==> config.mk <==
export PLATFORM = sky130hd
export DESIGN_NAME = serial_frequency_command_parser_top
export DESIGN_NICKNAME = d
export VERILOG_FILES = /design/src/rtl/core/sfcp_pkg.sv /design/src/rtl/core/sfcp_front.sv /design/src/rtl/core/sfcp_queue.sv /design/src/rtl/core/sfcp_back.sv /design/src/rtl/core/serial_frequency_command_parser_top.sv
export SDC_FILE = /design/constraint.sdc
export NUM_CORES = 1
export LEC_CHECK = 0
export BUFFER_PORTS_ARGS = -buffer_cell sky130_fd_sc_hd__buf_2
export CAP_MARGIN = 20
export CORE_MARGIN = 2
export CORE_UTILIZATION = 60
export DETAILED_ROUTE_END_ITERATION = 10
export GPL_TIMING_DRIVEN = 0
export HOLD_SLACK_MARGIN = 0.1
export PLACE_DENSITY = 0.89
export SYNTH_ARGS = -nofsm -noshare
export SYNTH_HDL_FRONTEND = slang
export SYNTH_SLANG_ARGS = --single-unit
==> constraint.sdc <==
create_clock -name clk -period 21.1 [get_ports clk]
set_clock_uncertainty 0.1 [all_clocks]
set_input_delay 2.11 -clock clk [delete_from_list [all_inputs] [get_ports clk]]
set_output_delay 2.11 -clock clk [all_outputs]
set_load 0.02 [all_outputs]
==> src/rtl/core/sfcp_pkg.sv <==
package sfcp_pkg;

    localparam int LINE_CAPACITY = 32;
    localparam int LEN_W         = $clog2(LINE_CAPACITY);
    localparam int CHAR_W        = 8;
    localparam int FREQ_W        = 16;
    localparam int TICK_W        = 24;
    localparam int STATUS_W      = 2;
    localparam int CFG_IDX_W     = 1;
    localparam int CFG_DATA_W    = TICK_W;
    localparam int QUEUE_DEPTH   = 2;

    localparam logic [STATUS_W-1:0] STATUS_OK      = 2'd0;
    localparam logic [STATUS_W-1:0] STATUS_RANGE   = 2'd1;
    localparam logic [STATUS_W-1:0] STATUS_UNKNOWN = 2'd2;

    localparam logic [CFG_IDX_W-1:0] CFG_MAX_FREQ  = 1'd0;
    localparam logic [CFG_IDX_W-1:0] CFG_TICK_RATE = 1'd1;

    localparam logic [FREQ_W-1:0] MAX_FREQ_RESET  = 16'd20000;
    localparam logic [TICK_W-1:0] TICK_RATE_RESET = 24'd1000000;
    localparam logic [FREQ_W-1:0] FREQ_RESET      = 16'd1000;

    typedef struct packed {
        logic              number_ok;
        logic              negative;
        logic [FREQ_W-1:0] value;
    } cmd_t;

    function automatic logic [CHAR_W-1:0] prefix_char(input logic [2:0] pos);
        logic [CHAR_W-1:0] ch;
        case (pos)
            3'd0:    ch = 8'h46;
            3'd1:    ch = 8'h52;
            3'd2:    ch = 8'h45;
            3'd3:    ch = 8'h51;
            3'd4:    ch = 8'h3D;
            default: ch = 8'h00;
        endcase
        return ch;
    endfunction

endpackage

==> src/rtl/core/sfcp_front.sv <==
module sfcp_front (
    input  logic                        clk,
    input  logic                        rst_n,
    input  logic                        in_valid,
    output logic                        in_stall,
    input  logic [sfcp_pkg::CHAR_W-1:0] rx_byte,
    input  logic                        q_full,
    output logic                        push,
    output sfcp_pkg::cmd_t              push_cmd
);

    localparam logic [3:0] PH_AFTER_EQ   = 4'd5;
    localparam logic [3:0] PH_AFTER_SIGN = 4'd6;
    localparam logic [3:0] PH_DIGITS     = 4'd7;
    localparam logic [3:0] PH_DONE       = 4'd8;
    localparam logic [3:0] PH_FAIL       = 4'd9;

    localparam logic [sfcp_pkg::CHAR_W-1:0] CH_SPACE = 8'h20;
    localparam logic [sfcp_pkg::CHAR_W-1:0] CH_TILDE = 8'h7E;
    localparam logic [sfcp_pkg::CHAR_W-1:0] CH_PLUS  = 8'h2B;
    localparam logic [sfcp_pkg::CHAR_W-1:0] CH_MINUS = 8'h2D;
    localparam logic [sfcp_pkg::CHAR_W-1:0] CH_ZERO  = 8'h30;
    localparam logic [sfcp_pkg::CHAR_W-1:0] CH_NINE  = 8'h39;
    localparam logic [sfcp_pkg::CHAR_W-1:0] CH_LF    = 8'h0A;
    localparam logic [sfcp_pkg::CHAR_W-1:0] CH_CR    = 8'h0D;

    logic [sfcp_pkg::LEN_W-1:0]  len_reg, len_next, len_inc;
    logic [3:0]                  phase_reg, phase_next, phase_adv;
    logic                        neg_reg, neg_next, neg_adv;
    logic [sfcp_pkg::FREQ_W-1:0] digit_reg, digit_next, digit_adv;
    logic                        accept, printable, is_digit, is_eol;
    logic [19:0]                 digit_sum;
    logic [sfcp_pkg::CHAR_W-1:0] digit_ofs;

    assign in_stall  = q_full;
    assign accept    = in_valid && !q_full;
    assign printable = (rx_byte >= CH_SPACE) && (rx_byte <= CH_TILDE);
    assign is_digit  = (rx_byte >= CH_ZERO) && (rx_byte <= CH_NINE);
    assign is_eol    = (rx_byte == CH_LF) || (rx_byte == CH_CR);
    assign len_inc   = len_reg + 1'b1;
    assign digit_ofs = rx_byte - CH_ZERO;
    assign digit_sum = {digit_reg, 3'b000} + {3'b000, digit_reg, 1'b0}
                     + {12'd0, digit_ofs};

    always_comb
    begin
        phase_adv = phase_reg;
        neg_adv   = neg_reg;
        digit_adv = digit_reg;
        if (phase_reg < PH_AFTER_EQ)
        begin
            phase_adv = (rx_byte == sfcp_pkg::prefix_char(phase_reg[2:0]))
                      ? phase_reg + 4'd1 : PH_FAIL;
        end
        else if (phase_reg == PH_AFTER_EQ)
        begin
            if (rx_byte == CH_SPACE)
            begin
                phase_adv = phase_reg;
            end
            else if ((rx_byte == CH_PLUS) || (rx_byte == CH_MINUS))
            begin
                neg_adv   = (rx_byte == CH_MINUS);
                phase_adv = PH_AFTER_SIGN;
            end
            else if (!is_digit)
            begin
                phase_adv = PH_FAIL;
            end
        end
        else if (phase_reg == PH_AFTER_SIGN)
        begin
            if (!is_digit)
            begin
                phase_adv = PH_FAIL;
            end
        end
        else if (phase_reg == PH_DIGITS)
        begin
            if (!is_digit)
            begin
                phase_adv = PH_DONE;
            end
        end
        // accumulate a digit while the number field is open
        if (is_digit && ((phase_reg == PH_AFTER_EQ) || (phase_reg == PH_AFTER_SIGN)
                         || (phase_reg == PH_DIGITS)))
        begin
            digit_adv = (digit_sum[19:16] != 4'd0) ? 16'hFFFF : digit_sum[15:0];
            phase_adv = PH_DIGITS;
        end
    end

    always_comb
    begin
        len_next   = len_reg;
        phase_next = phase_reg;
        neg_next   = neg_reg;
        digit_next = digit_reg;
        push       = 1'b0;
        if (accept)
        begin
            if (printable)
            begin
                len_next   = len_inc;
                phase_next = phase_adv;
                neg_next   = neg_adv;
                digit_next = digit_adv;
                if (len_inc >= sfcp_pkg::LEN_W'(sfcp_pkg::LINE_CAPACITY - 1))
                begin
                    len_next   = '0;
                    phase_next = 4'd0;
                    neg_next   = 1'b0;
                    digit_next = '0;
                end
            end
            else if (is_eol)
            begin
                push       = (len_reg != '0);
                len_next   = '0;
                phase_next = 4'd0;
                neg_next   = 1'b0;
                digit_next = '0;
            end
        end
    end

    assign push_cmd.number_ok = (phase_reg == PH_DIGITS) || (phase_reg == PH_DONE);
    assign push_cmd.negative  = neg_reg;
    assign push_cmd.value     = digit_reg;

    always_ff @(posedge clk or negedge rst_n)
    begin
        if (!rst_n)
        begin
            len_reg   <= '0;
            phase_reg <= 4'd0;
            neg_reg   <= 1'b0;
            digit_reg <= '0;
        end
        else
        begin
            len_reg   <= len_next;
            phase_reg <= phase_next;
            neg_reg   <= neg_next;
            digit_reg <= digit_next;
        end
    end

endmodule

==> src/rtl/core/sfcp_queue.sv <==
module sfcp_queue (
    input  logic           clk,
    input  logic           rst_n,
    input  logic           push,
    input  sfcp_pkg::cmd_t push_cmd,
    input  logic           pop,
    output sfcp_pkg::cmd_t head,
    output logic           full,
    output logic           empty
);

    localparam int PTR_W = $clog2(sfcp_pkg::QUEUE_DEPTH);
    localparam int CNT_W = $clog2(sfcp_pkg::QUEUE_DEPTH + 1);

    sfcp_pkg::cmd_t     entry_reg [sfcp_pkg::QUEUE_DEPTH];
    logic [PTR_W-1:0]   wr_ptr_reg, wr_ptr_next;
    logic [PTR_W-1:0]   rd_ptr_reg, rd_ptr_next;
    logic [CNT_W-1:0]   count_reg, count_next;
    logic               do_push, do_pop;

    assign full    = (count_reg == CNT_W'(sfcp_pkg::QUEUE_DEPTH));
    assign empty   = (count_reg == '0);
    assign do_push = push && !full;
    assign do_pop  = pop && !empty;
    assign head    = entry_reg[rd_ptr_reg];

    always_comb
    begin
        wr_ptr_next = do_push ? wr_ptr_reg + 1'b1 : wr_ptr_reg;
        rd_ptr_next = do_pop ? rd_ptr_reg + 1'b1 : rd_ptr_reg;
        count_next  = count_reg;
        if (do_push && !do_pop)
        begin
            count_next = count_reg + 1'b1;
        end
        else if (do_pop && !do_push)
        begin
            count_next = count_reg - 1'b1;
        end
    end

    always_ff @(posedge clk or negedge rst_n)
    begin
        if (!rst_n)
        begin
            wr_ptr_reg <= '0;
            rd_ptr_reg <= '0;
            count_reg  <= '0;
        end
        else
        begin
            wr_ptr_reg <= wr_ptr_next;
            rd_ptr_reg <= rd_ptr_next;
            count_reg  <= count_next;
        end
    end

    always_ff @(posedge clk)
    begin
        if (do_push)
        begin
            entry_reg[wr_ptr_reg] <= push_cmd;
        end
    end

endmodule

==> src/rtl/core/sfcp_back.sv <==
module sfcp_back (
    input  logic                            clk,
    input  logic                            rst_n,
    input  logic                            cfg_write,
    input  logic [sfcp_pkg::CFG_IDX_W-1:0]  cfg_index,
    input  logic [sfcp_pkg::CFG_DATA_W-1:0] cfg_data,
    input  logic                            q_empty,
    input  sfcp_pkg::cmd_t                  head,
    output logic                            pop,
    output logic                            out_valid,
    input  logic                            out_stall,
    output logic [sfcp_pkg::STATUS_W-1:0]   status,
    output logic [sfcp_pkg::FREQ_W-1:0]     frequency,
    output logic [sfcp_pkg::TICK_W-1:0]     reload
);

    localparam logic [1:0] BK_IDLE = 2'd0;
    localparam logic [1:0] BK_DIV  = 2'd1;
    localparam logic [1:0] BK_HOLD = 2'd2;

    localparam int FW    = sfcp_pkg::FREQ_W;
    localparam int TW    = sfcp_pkg::TICK_W;
    localparam int CNT_W = $clog2(TW);

    logic [1:0]                    state_reg, state_next;
    logic [FW-1:0]                 max_reg, max_next;
    logic [TW-1:0]                 tick_reg, tick_next;
    logic [FW-1:0]                 freq_reg, freq_next;
    logic [FW-1:0]                 rem_reg, rem_next;
    logic [TW-1:0]                 quo_reg, quo_next;
    logic [CNT_W-1:0]              cnt_reg, cnt_next;
    logic [sfcp_pkg::STATUS_W-1:0] res_status_reg, res_status_next;
    logic [TW-1:0]                 res_reload_reg, res_reload_next;
    logic                          out_valid_reg, out_valid_next;
    logic [sfcp_pkg::STATUS_W-1:0] out_status_reg, out_status_next;
    logic [FW-1:0]                 out_freq_reg, out_freq_next;
    logic [TW-1:0]                 out_reload_reg, out_reload_next;
    logic                          out_free, div_ge;
    logic [FW:0]                   div_shift, div_diff;
    logic [TW-1:0]                 div_quo;

    assign out_free  = !out_valid_reg || !out_stall;
    assign pop       = (state_reg == BK_IDLE) && !q_empty;
    assign div_shift = {rem_reg, quo_reg[TW-1]};
    assign div_diff  = div_shift - {1'b0, freq_reg};
    assign div_ge    = !div_diff[FW];
    assign div_quo   = {quo_reg[TW-2:0], div_ge};

    always_comb
    begin
        max_next  = max_reg;
        tick_next = tick_reg;
        if (cfg_write)
        begin
            case (cfg_index)
                sfcp_pkg::CFG_MAX_FREQ:  max_next  = cfg_data[FW-1:0];
                sfcp_pkg::CFG_TICK_RATE: tick_next = cfg_data[TW-1:0];
                default:                 max_next  = max_reg;
            endcase
        end
    end

    always_comb
    begin
        state_next      = state_reg;
        freq_next       = freq_reg;
        rem_next        = rem_reg;
        quo_next        = quo_reg;
        cnt_next        = cnt_reg;
        res_status_next = res_status_reg;
        res_reload_next = res_reload_reg;
        out_valid_next  = out_valid_reg && out_stall;
        out_status_next = out_status_reg;
        out_freq_next   = out_freq_reg;
        out_reload_next = out_reload_reg;
        case (state_reg)
            BK_IDLE:
            begin
                if (!q_empty)
                begin
                    res_reload_next = '0;
                    if (!head.number_ok)
                    begin
                        res_status_next = sfcp_pkg::STATUS_UNKNOWN;
                        state_next      = BK_HOLD;
                    end
                    else if (head.negative || (head.value == '0) || (head.value > max_reg))
                    begin
                        res_status_next = sfcp_pkg::STATUS_RANGE;
                        state_next      = BK_HOLD;
                    end
                    else
                    begin
                        res_status_next = sfcp_pkg::STATUS_OK;
                        freq_next       = head.value;
                        rem_next        = '0;
                        quo_next        = tick_reg;
                        cnt_next        = CNT_W'(TW - 1);
                        state_next      = BK_DIV;
                    end
                end
            end
            BK_DIV:
            begin
                rem_next = div_ge ? div_diff[FW-1:0] : div_shift[FW-1:0];
                quo_next = div_quo;
                cnt_next = cnt_reg - 1'b1;
                if (cnt_reg == '0)
                begin
                    res_reload_next = (div_quo == '0) ? '0 : div_quo - 1'b1;
                    state_next      = BK_HOLD;
                end
            end
            BK_HOLD:
            begin
                if (out_free)
                begin
                    out_valid_next  = 1'b1;
                    out_status_next = res_status_reg;
                    out_freq_next   = freq_reg;
                    out_reload_next = res_reload_reg;
                    state_next      = BK_IDLE;
                end
            end
            default:
            begin
                state_next = BK_IDLE;
            end
        endcase
    end

    always_ff @(posedge clk or negedge rst_n)
    begin
        if (!rst_n)
        begin
            state_reg     <= BK_IDLE;
            max_reg       <= sfcp_pkg::MAX_FREQ_RESET;
            tick_reg      <= sfcp_pkg::TICK_RATE_RESET;
            freq_reg      <= sfcp_pkg::FREQ_RESET;
            out_valid_reg <= 1'b0;
        end
        else
        begin
            state_reg     <= state_next;
            max_reg       <= max_next;
            tick_reg      <= tick_next;
            freq_reg      <= freq_next;
            out_valid_reg <= out_valid_next;
        end
    end

    always_ff @(posedge clk)
    begin
        rem_reg        <= rem_next;
        quo_reg        <= quo_next;
        cnt_reg        <= cnt_next;
        res_status_reg <= res_status_next;
        res_reload_reg <= res_reload_next;
        out_status_reg <= out_status_next;
        out_freq_reg   <= out_freq_next;
        out_reload_reg <= out_reload_next;
    end

    assign out_valid = out_valid_reg;
    assign status    = out_status_reg;
    assign frequency = out_freq_reg;
    assign reload    = out_reload_reg;

endmodule

==> src/rtl/core/serial_frequency_command_parser_top.sv <==
// Serial frequency command parser. Takes one received byte per cycle while the
// two-entry command queue has room; bytes are classified and parsed in the
// front end as they arrive, so only line ends cost extra time. A line that
// ends in an accepted value passes the back end's divide state, where the
// restoring divider yields one reload quotient bit per cycle, then its hold
// state; a rejected or unknown line goes straight to hold. An output register
// holds results, so the back end starts the next command while the last
// transaction waits on out_stall. Configuration writes are taken every cycle.
module serial_frequency_command_parser_top (
    input  logic                            clk,
    input  logic                            rst_n,
    input  logic                            in_valid,
    output logic                            in_stall,
    input  logic [sfcp_pkg::CHAR_W-1:0]     rx_byte,
    output logic                            out_valid,
    input  logic                            out_stall,
    output logic [sfcp_pkg::STATUS_W-1:0]   status,
    output logic [sfcp_pkg::FREQ_W-1:0]     frequency,
    output logic [sfcp_pkg::TICK_W-1:0]     reload,
    input  logic                            cfg_valid,
    output logic                            cfg_ready,
    input  logic [sfcp_pkg::CFG_IDX_W-1:0]  cfg_index,
    input  logic [sfcp_pkg::CFG_DATA_W-1:0] cfg_data
);

    logic           q_full, q_empty, push, pop;
    sfcp_pkg::cmd_t push_cmd, head;

    assign cfg_ready = 1'b1;

    sfcp_front u_front (
        .clk      (clk),
        .rst_n    (rst_n),
        .in_valid (in_valid),
        .in_stall (in_stall),
        .rx_byte  (rx_byte),
        .q_full   (q_full),
        .push     (push),
        .push_cmd (push_cmd)
    );

    sfcp_queue u_queue (
        .clk      (clk),
        .rst_n    (rst_n),
        .push     (push),
        .push_cmd (push_cmd),
        .pop      (pop),
        .head     (head),
        .full     (q_full),
        .empty    (q_empty)
    );

    sfcp_back u_back (
        .clk       (clk),
        .rst_n     (rst_n),
        .cfg_write (cfg_valid && cfg_ready),
        .cfg_index (cfg_index),
        .cfg_data  (cfg_data),
        .q_empty   (q_empty),
        .head      (head),
        .pop       (pop),
        .out_valid (out_valid),
        .out_stall (out_stall),
        .status    (status),
        .frequency (frequency),
        .reload    (reload)
    );

endmodule

Yosys cells after proc, flatten, opt, wreduce, memory -nomap -nowiden
Memories as Yosys holds them, arrays and structs flattened.
Index checks and enable logic that the tools add are counted.
{ "totals": {"reg_bits": 202, "ram_bits": 36, "in_bits": 38, "out_inout_bits": 45, "elab_cells": 184, "n_memories": 1} }
{ "mem_list": {"columns": ["name", "depth", "word_bits", "rd", "rd_clocked_by_memory_dff", "write_ports", "line_no", "text"], "rows": [
  ["u_queue.entry_reg", 2, 18, 1, 0, 1, "sfcp_queue.sv:15", "sfcp_pkg::cmd_t entry_reg [sfcp_pkg::QUEUE_DEPTH];"]
]} }
{ "classes": {"add_sub_neg": 12, "order_cmp": 7, "eq_ne": 30, "mux": 63, "bitwise_logic": 3, "n_reduce_logical": 48} }
{ "ops": {"columns": ["op", "n"], "rows": [
  ["2-to-1 mux 16 bit", 9],
  ["2-to-1 mux 24 bit", 6],
  ["case mux 24 bit (2 select lines)", 2],
  ["2-to-1 mux 4 bit", 13],
  ["case mux 7 bit (5 select lines)", 1],
  ["case mux 16 bit (2 select lines)", 1],
  ["2-to-1 mux 5 bit", 6],
  ["== test 8 x 6 -> 1 bit, second input constant", 3],
  ["logical NOT 24 bit", 1],
  ["subtractor 24 x 1 -> 24 bit, second input constant", 1],
  ["adder 19 x 17 -> 20 bit", 1],
  ["adder 20 x 8 -> 20 bit", 1],
  ["subtractor 17 x 16 -> 17 bit", 1],
  ["== test 8 x 4 -> 1 bit, second input constant", 2],
  [">= comparator 8 x 6 -> 1 bit, second input constant", 2],
  ["greater-than comparator 16 bit", 1],
  ["logical NOT 16 bit", 1],
  ["2-to-1 mux 1 bit", 15],
  ["inequality test 3 bit, second input constant", 5],
  ["2-to-1 mux 2 bit", 7],
  ["inequality test 7 bit, second input constant", 2],
  ["== test 4 x 3 -> 1 bit, second input constant", 3],
  ["logical AND 1 bit", 10],
  ["case mux 5 bit (2 select lines)", 1],
  ["37 further kinds", 68]
]} }

Logic depth before layout (Yosys ltp)
Gate-level depths: netlist of the first run.
{ "logic_depth": {"word_depth": 10, "depth_mapped": 16, "mapped_depth_nobuf": 15} }

Modules after synthesis
Synthesis of the first run repeated with hierarchy kept, for this count alone.
{ "hier_totals": {"cells_unflattened": 1103, "hier_area_um2": 12793.5} }
{ "modules_own_cells": {"columns": ["module", "instances", "cells_each", "area_per_inst_um2", "seq_area_each_um2"], "rows": [
  ["sfcp_back", 1, 684, 8094.0, 4892.2],
  ["sfcp_front", 1, 342, 3143.0, 650.6],
  ["sfcp_queue", 1, 75, 1545.2, 1181.1],
  ["serial_frequency_command_parser_top", 1, 2, 11.3, 0.0]
]} }

Worst setup path after synthesis of the first run
Ideal clock, no wire load.
{ "synth_path": {"path_type": "register to register", "from": "register u_queue.rd_ptr_reg", "to": "register u_back.cnt_reg[0] (enable)", "setup_time_ps": 515, "arrival_ps": 6186, "required_ps": 20485, "setup_slack_ps": 14299, "stages_incl_launch_ff": 11, "path_buffers": 2, "period_less_slack_ps": 6801, "cell_sequence": "dfrtp_1 -> buf_6 -> clkbuf_1 -> mux2_2 -> ha_1 -> a2111oi_0 -> o21ai_0 -> o2111ai_1 -> a22oi_1 -> or4_4 -> o31ai_1"} }
{ "synth_lines": {"columns": ["item", "line_no", "text"], "rows": [
  ["start, declared", "sfcp_queue.sv:17", "logic [PTR_W-1:0] rd_ptr_reg, rd_ptr_next;"],
  ["start signal, assigned", "sfcp_queue.sv:53", "rd_ptr_reg <= rd_ptr_next;"],
  ["end signal, assigned", "sfcp_back.sv:156", "cnt_reg <= cnt_next;"],
  ["end, declared", "sfcp_back.sv:31", "logic [CNT_W-1:0] cnt_reg, cnt_next;"]
]} }

Worst setup path in the final report of the first run
{ "layout_path": {"from": "input port rx_byte[4] (netlist name)", "to": "register u_front.digit_reg[11] (netlist name)"} }
{ "layout_between": {"elab_chain_len": 7, "word_cells_on_any_way": 20, "classes_between": "add/sub: 2; order compare: 4; eq/ne: 3; mux: 4; reduce/logical: 7"} }
{ "layout_lines": {"columns": ["item", "line_no", "text"], "rows": [
  ["start, declared", "serial_frequency_command_parser_top.sv:14", "input logic [sfcp_pkg::CHAR_W-1:0] rx_byte,"],
  ["subtractor 8 x 6 -> 8 bit", "sfcp_front.sv:41", "assign digit_ofs = rx_byte - CH_ZERO;"],
  ["adder 20 x 8 -> 20 bit", "sfcp_front.sv:43", "+ {12'd0, digit_ofs};"],
  ["nonzero test 4 bit", "sfcp_front.sv:89", "digit_adv = (digit_sum[19:16] != 4'd0) ? 16'hFFFF : digit_sum[15:0];"],
  ["2-to-1 mux 16 bit", "sfcp_front.sv:89", null],
  ["2-to-1 mux 16 bit", "sfcp_front.sv:86", "if (is_digit && ((phase_reg == PH_AFTER_EQ) || (phase_reg == PH_AFTER_SIGN)"],
  ["2-to-1 mux 16 bit", "sfcp_front.sv:109", "if (len_inc >= sfcp_pkg::LEN_W'(sfcp_pkg::LINE_CAPACITY - 1))"],
  ["2-to-1 mux 16 bit", "sfcp_front.sv:103", "if (printable)"],
  ["end signal, assigned", "sfcp_front.sv:146", "digit_reg <= digit_next;"],
  ["end, declared", "sfcp_front.sv:30", "logic [sfcp_pkg::FREQ_W-1:0] digit_reg, digit_next, digit_adv;"]
]} }
Parallel ways exist; a longest one is shown, timed or not. The select of a mux whose other input is x is not followed.
A chain may end at the register's enable or synchronous reset.

==> impl_results.md, run 1 <==
- Post-CTS setup buffer count: 0
- Crit share post-route: 24.8%
- Final Non-Filler Cells: 1,519
- Fmax: 191 MHz
- Max_cap viols: 0
- Post-CTS Hold Buffers: 0
- Crit. Startpoint: rx_byte[4]
- Endpoints failing hold: 0
- Syn Inst Count: 1,120
- P&R area growth vs syn: 12.7%
- Initial antenna violation count: 0
- Slowest Stage Delay on Critical Path: 0.51 ns
- Worst r2r dst: u_back.res_reload_reg[2]$_SDFFCE_PP0P_
- Die area: 22,400 sq um
- Diodes inserted: 0
- Largest net degree at the start of global routing: 49
- Critical Path AT: 5.52 ns
- First drt pass iteration count: 5
- PwrDens: 117 nW/um^2
- Htree depth: 1
- # IOs: 83
- Clock Latency Late Sink: 0.52 ns
- Multi-input gate area: 5560 sq um
- Core Area: 20,900 sq um
- WL/cell: 19.2 microns
- Total track usage: 26.0%
- Rows: 53
- Vias in the first global route: 9,133
- Via count: 9,336
- Crit-path most repeated cell: ha_1
- Clock-pin slew of the registers on the worst-case setup and hold paths: 0.06 ns
- CTS root buf: clkbuf_16
- Clock sinks: 238
- Largest register FFs: 36
- CP Depth: 14
- Leak pwr: 6.00 nW
- R2r setup slk: 16.27 ns
- FILL cells: 1,394
- RR Startpoint: u_back.freq_reg[0]$_DFFE_PN0P_
- Worst Setup Path Type: in2reg
- Setup-failing EPs final: 0
- Post-DP HPWL: 21.2 mm
- Mapped Area: 12,700 sq um
- Maximum fanout along the worst path: 10
- Layout cell share with drive strength beyond 1: 18.8%
- Post-synthesis sequential area ratio: 52.9%
- Async set-reset flop share out of synthesis: 37.4%
- ANT nets after route: 0
- DR vias/cell: 6.15
- Post-synth EDFFs: 149
- Sw Share: 35.1%
- Yosys cell types: 83
- First-pass GRT wire length: 46.1 mm
- DRT iter0 DRCs: 786
- Measured slew at the worst slew-check pin: 0.931 ns
- Seq pwr share: 43.5%
- Critical Path End: u_front.digit_reg[11]$_DFFE_PN0P_
- Post-Syn Area per Cell: 11.4 sq um
- #FFs+latches synth: 238
- Net Switching: 0.000588 W
- FF-to-FF path depth: 15
- Worst Hold Class: reg2reg
- Peak supply drop: 0.0000531 V
- Slew headroom: 37.6%
- CP Data Required Time: 21.39 ns
- Type of origin of the critical path: primary input
- GRT Residual Overflow: 0
- CTS tree: done
- IO Port Bufs: 79
- Min Tclk post-route: 5.23 ns
- Initial Util: 60.9%
- Placed Instances: 1,479
- RSZ-0062 raised after global routing: false
- Routed Wire Length: 29.1 mm
- CTS Buffer Depth: 3
- Mapped Nets: 1,238
- Synth Warn #: 0
- Cell chain of the critical path: buf_2, ha_1, xor2_1, fa_1, inv_1, ha_1, a2111oi_0, o21ai_1, a21o_1, and3_4, a2111oi_4, buf_6, nand3_1, a22o_1
- CP max stage cell: a2111oi_4
- Clock group share of total power: 23.8%
- Commonest register cell after synthesis: edfxtp_1
- Cell family with most CP delay: compound AO/OA/AOI/OAI gates
- Drt drc: 0
- Combinational share of power: 32.7%
- Post-CTS sizing: 0
- Placer congestion estimate: 0.898
- Total negative slack: 0 ns
- Inserted Clock Buffers: 22
- Chip Width: 150 microns
- Nets@finish: 1,346
- Die span in y: 150 microns
- Register area: 6720 sq um
- Max Slew Vio Count: 0
- Worst path bufs/invs: 3
- Outcome: complete, no violations
- Cell internal pwr: 0.00109 W
- CP endpoint kind: register
==> power groups by stage <==
stage | logic [W] | registers (W) | clock network, W
2_1_floorplan | 0.000335 | 0.000763 | 0
3_3_place_gp | 0.000490 | 0.000731 | 0
3_5_place_dp | 0.000535 | 0.000735 | 0
4_1_cts | 0.000543 | 0.000727 | 0.000401
5_1_grt | 0.000598 | 0.000739 | 0.000420
6_report | 0.000547 | 0.000728 | 0.000399
==> Yosys cell counts (4+ instances only) <==
cell type	n	area share [%]
a2111oi_0	4	0.28
a211oi_1	13	0.77
a21o_1	7	0.41
a21oi_1	50	2.0
a22o_1	17	1.2
a31oi_1	4	0.20
a41oi_1	5	0.34
and2_1	5	0.25
buf_2	8	0.31
buf_4	5	0.30
clkbuf_1	19	0.56
dfrtp_1	71	14
dfstp_2	18	3.7
edfxtp_1	149	35
fa_1	7	1.1
ha_1	73	7.2
inv_1	70	2.1
mux2_2	44	3.9
mux2_4	12	1.4
mux2i_1	6	0.47
nand2_1	134	4.0
nand2b_1	12	0.59
nand3_1	23	0.91
nand3b_1	11	0.65
nand4_1	7	0.34
nor2_1	65	1.9
nor2b_1	16	0.79
nor3_1	24	0.94
nor4_1	14	0.69
nor4b_1	5	0.34
o2111ai_1	5	0.34
o211ai_1	7	0.41
o21a_1	11	0.65
o21ai_0	55	2.2
o21ai_1	6	0.24
o31ai_1	8	0.47
or3_1	11	0.54
or4_1	7	0.41
xnor2_1	29	2.0
xor2_1	19	1.3
==> metal layers <==
metal	routed length [microns]	GRT usage, %	share of wire (%)	up-vias
met2	14600	45.9	50	387
met4	1420	12.3	4.9	0
li1	-	-	-	4317
met5	0	0	0	-
met3	1570	2.62	5.4	92
met1	11500	32.2	40	4540
==> worst min path at each step <==
| stage | slack, ns | from | cells after the start | endpoint |
|---|---|---|---|---|
| 3_5_place_dp | 0.30 | u_back.res_reload_reg[8]$_SDFFCE_PP0P_ | 0 | u_back.reload[8]$_DFFE_PP_ |
| 4_1_cts | 0.32 | u_back.res_reload_reg[8]$_SDFFCE_PP0P_ | 0 | u_back.reload[8]$_DFFE_PP_ |
| 3_3_place_gp | 0.30 | u_back.res_reload_reg[3]$_SDFFCE_PP0P_ | 0 | u_back.reload[3]$_DFFE_PP_ |
| 5_1_grt | 0.33 | u_back.res_reload_reg[18]$_SDFFCE_PP0P_ | 0 | u_back.reload[18]$_DFFE_PP_ |
| 2_1_floorplan | 0.30 | u_back.res_reload_reg[0]$_SDFFCE_PP0P_ | 0 | u_back.reload[0]$_DFFE_PP_ |
| 6_report | 0.32 | u_back.res_reload_reg[8]$_SDFFCE_PP0P_ | 0 | u_back.reload[8]$_DFFE_PP_ |
==> worst register-to-register path, cell delays in order, from the launching register on <==
cell      delay, ns
dfrtp_1        0.45
ha_1           0.24
fa_1           0.39
nand2b_1       0.19
a211oi_1       0.45
o211ai_1       0.25
a21boi_2       0.42
nor2_4         0.15
inv_2          0.09
buf_2          0.23
ha_1           0.26
nand2_1        0.13
or2_2          0.39
o41ai_4        0.48
buf_4          0.28
nor2_1         0.09
==> cell usage in the layout, fill, tap and decap left out, drive strengths merged, types with 12 or more instances in the layout <==
cell type  count
edfxtp       149
nand2        134
buf          102
inv           75
ha            73
dfrtp         71
nor2          68
o21ai         61
mux2          56
a21oi         50
clkbuf        50
xnor2         29
nor3          25
nand3         23
xor2          19
dfstp         18
a22o          17
nor2b         16
nor4          14
a211oi        13
nand2b        12
==> layout make-up <==
class | instances | share of cell area, %
Inverter | 71 | 1.86
Tap cell | 275 | 2.40
Timing Repair Buffer | 84 | 3.56
Clock buffer | 30 | 4.42
Multi-Input combinational cell | 773 | 38.8
Buffer | 38 | 1.39
Sequential cell | 238 | 46.9
Clock inverter | 10 | 0.698
==> metrics by stage <==
step | util [%] | setup WS, ns | power (W) | area (sq um) | hold WS (ns)
2_1_floorplan | - | 14.30 | 0.00110 | 12700 | 0.300
3_3_place_gp | 64.4 | 12.47 | 0.00122 | 13500 | 0.300
3_5_place_dp | 65.1 | 15.35 | 0.00127 | 13600 | 0.305
4_1_cts | 68.6 | 15.87 | 0.00167 | 14300 | 0.319
5_1_grt | 68.6 | 15.57 | 0.00176 | 14300 | 0.332
6_report | 68.6 | 15.87 | 0.00167 | 14300 | 0.320
==> kinds of logic (layout without fill, tap and decap cells) <==
logic type	after synthesis	in the layout	synth area share (%)
xor+xnor	48	48	3.31
other cells	1	1	0.0295
flops	238	238	52.9
fa+ha+maj	80	80	8.29
compound gates	225	225	12.1
simple gates	357	357	14.0
buf+inv	109	233	3.66
mux	62	62	5.79
Power figures use the tool's default switching activity.
==> run 2, diff against run 1 <==
CORE_UTILIZATION = 55   (was 60)
PLACE_DENSITY = 0.86   (was 0.89)
clock period = 4.56 ns   (was 21.1 ns; I/O delays follow)
==> run 2 against run 1 <==
Routed wire length decreased by 2.0%. Critical path type is now reg2reg. Die area grew 8.8%. Non-clock buffer count rose by 17. Global-route usage is 2.3 points lower.
==> impl_results.md, run 2 (same netlist as run 1, synthesis figures left out) <==
- Largest net degree at the start of global routing: 77
- Most frequent cells in the layout: 149 x edfxtp_1, 134 x nand2_1, 85 x buf_2
- Critical Path AT: 4.45 ns
- Core Area: 22,600 sq um
- Min Tclk post-route: 4.29 ns
- Final design instance area without fill: 14,600 sq um
- Vias in the first global route: 9,176
- Dpl cell area: 13,600 sq um
- Final core utilization: 64.5%
- Die span in y: 156 microns
- Measured slew at the worst slew-check pin: 0.899 ns
- Slowest Stage Delay on Critical Path: 0.44 ns
- Clock-pin slew of the registers on the worst-case setup and hold paths: 0.07 ns
- Maximum fanout along the worst path: 12
- Endpoints failing hold: 0
- # IOs: 83
- Clock group share of total power: 25.7%
- Largest register FFs: 36
- Chip Width: 156 microns
- Htree depth: 1
- CP max stage cell: dfrtp_1
- Net Switching: 0.00272 W
- Layout cell share with drive strength beyond 1: 19.0%
- Die area: 24,400 sq um
- IO Port Bufs: 79
- First-pass GRT wire length: 46.1 mm
- Type of origin of the critical path: register
- Worst slack, placed: -0.111 ns
- CP Data Required Time: 4.73 ns
- Crit-path most repeated cell: ha_1
- Peak supply drop: 0.000306 V
- CTS tree: done
- Multi-input gate area: 5570 sq um
- RSZ-0062 raised after global routing: false
- Combinational share of power: 32.0%
- Leading cell type in the layout, fill and taps excluded: edfxtp_1
- Register area: 6720 sq um
- Max Slew Vio Count: 0
- Total track usage: 23.7%
- ANT nets after route: 0
- P&R area growth vs syn: 14.8%
- Diodes inserted: 0
- Fmax: 233 MHz
- Leak pwr: 6.10 nW
- Placed Instances: 1,490
- Cell internal pwr: 0.00521 W
- Clock sinks: 238
- Cell family with most CP delay: compound AO/OA/AOI/OAI gates
- Slew headroom: 39.8%
- Rows: 55
- GRT Residual Overflow: 0
- WL/cell: 18.5 microns
- Final Non-Filler Cells: 1,546
- Inserted Clock Buffers: 22
- Worst setup margin: 0.272 ns
- CP endpoint kind: register
- Worst path bufs/invs: 2
- Worst Hold Class: in2reg
- CTS root buf: clkbuf_16
- PwrDens: 543 nW/um^2
- Worst hold slack: 0.110 ns
- Clock Latency Late Sink: 0.53 ns
- Placer congestion estimate: 0.947
- Seq pwr share: 42.3%
- CTS Buffer Depth: 3
- Initial Util: 56.2%
- Outcome: complete, no violations
- DRT iter0 DRCs: 747
- Routed Wire Length: 28.6 mm
- Via count: 9,226
- Cell chain of the critical path: ha_1, fa_1, nand2b_1, a211oi_4, o211ai_1, a21boi_2, nor2_4, inv_2, ha_1, nand2_1, or2_2, o41ai_4, buf_4, or4_1, o21ai_1
- Post-DP HPWL: 20.4 mm
- FILL cells: 1,586
- First drt pass iteration count: 7
- Initial antenna violation count: 0
- Crit share post-route: 94.0%
- Nets@finish: 1,363
- R2r setup slk: 0.27 ns
- DR vias/cell: 5.97
- Drt drc: 0
- Setup-failing EPs final: 0
- Max_cap viols: 0
- Sw Share: 34.3%
- Worst Setup Path Type: reg2reg
==> run 2: cell types whose count changed in the layout (fill, tap and decap cells not counted), sizes merged <==
cell | before | now
bufinv | 1 | 5
clkbuf | 50 | 44
buf | 102 | 105
clkinv | 5 | 6
dlygate4sd3 | 0 | 15
inv | 75 | 74
clkinvlp | 0 | 1
==> run 2: timing repair <==
action                                  CTS  global route
resized for setup                         1             2
pin swaps                                 0             3
setup buffers                             0             3
hold buffers                             14             1
endpoints found under the setup margin   21            58
endpoints found under the hold margin    89             1
==> run 2: cell type report <==
class	count	area share, %
plain buffers	36	1.30
clock buffers	25	3.98
clock inverters	15	1.56
inverters	71	1.83
multi-input cells	773	38.2
flip-flops and latches	238	46.1
well taps	285	2.44
repair buffers	103	4.67
==> run 2: per-layer routing <==
metal / vias up / global-route usage [%] / part of all wire [%]
met5: - / 0 / 0
met4: 0 / 12.3 / 4.7
met3: 93 / 2.94 / 6.0
met2: 378 / 41.3 / 50
met1: 4422 / 29.1 / 39
li1: 4333 / - / -
==> run 2: power groups by stage <==
stage	logic, W	clock network, W	registers, W
after floorplan	0.00156	0	0.00352
after global placement	0.00228	0	0.00337
after detailed placement	0.00246	0	0.00338
after CTS	0.00250	0.00205	0.00334
after global routing	0.00278	0.00214	0.00340
final	0.00254	0.00204	0.00335
==> run 2: worst reg2reg max path, delay by kind of cell, from the launching register on <==
kind | cells | cell delay [ns]
AOI/OAI and AO/OA | 5 | 1.18
adders and majority gates | 3 | 0.91
buffers and inverters | 2 | 0.42
DFF | 1 | 0.44
and+or+nand+nor | 5 | 0.97
==> run 2: per-stage QoR <==
| stage | total power (W) | TNS [ns] |
|---|---|---|
| 3_3_place_gp | 0.00565 | -39.56 |
| 5_1_grt | 0.00832 | 0 |
| 4_1_cts | 0.00789 | 0 |
| 6_report | 0.00793 | 0 |
| 2_1_floorplan | 0.00508 | 0 |
| 3_5_place_dp | 0.00583 | -2.07 |
==> run 2: final timing paths <==
kind / start / endpoint / cells after the start
max reg2reg: u_back.freq_reg[0]$_DFFE_PN0P_ / u_back.res_reload_reg[5]$_SDFFCE_PP0P_ / 15
max: u_back.freq_reg[0]$_DFFE_PN0P_ / u_back.res_reload_reg[5]$_SDFFCE_PP0P_ / 15
min: cfg_data[9] / u_back.tick_reg[9]$_DFFE_PN1P_ / 2
min reg2reg: u_back.res_reload_reg[21]$_SDFFCE_PP0P_ / u_back.reload[21]$_DFFE_PP_ / 0
max in group asynchronous: rst_n / u_back.freq_reg[9]$_DFFE_PN1P_ / 3
min in group asynchronous: rst_n / u_back.tick_reg[11]$_DFFE_PN0P_ / 2
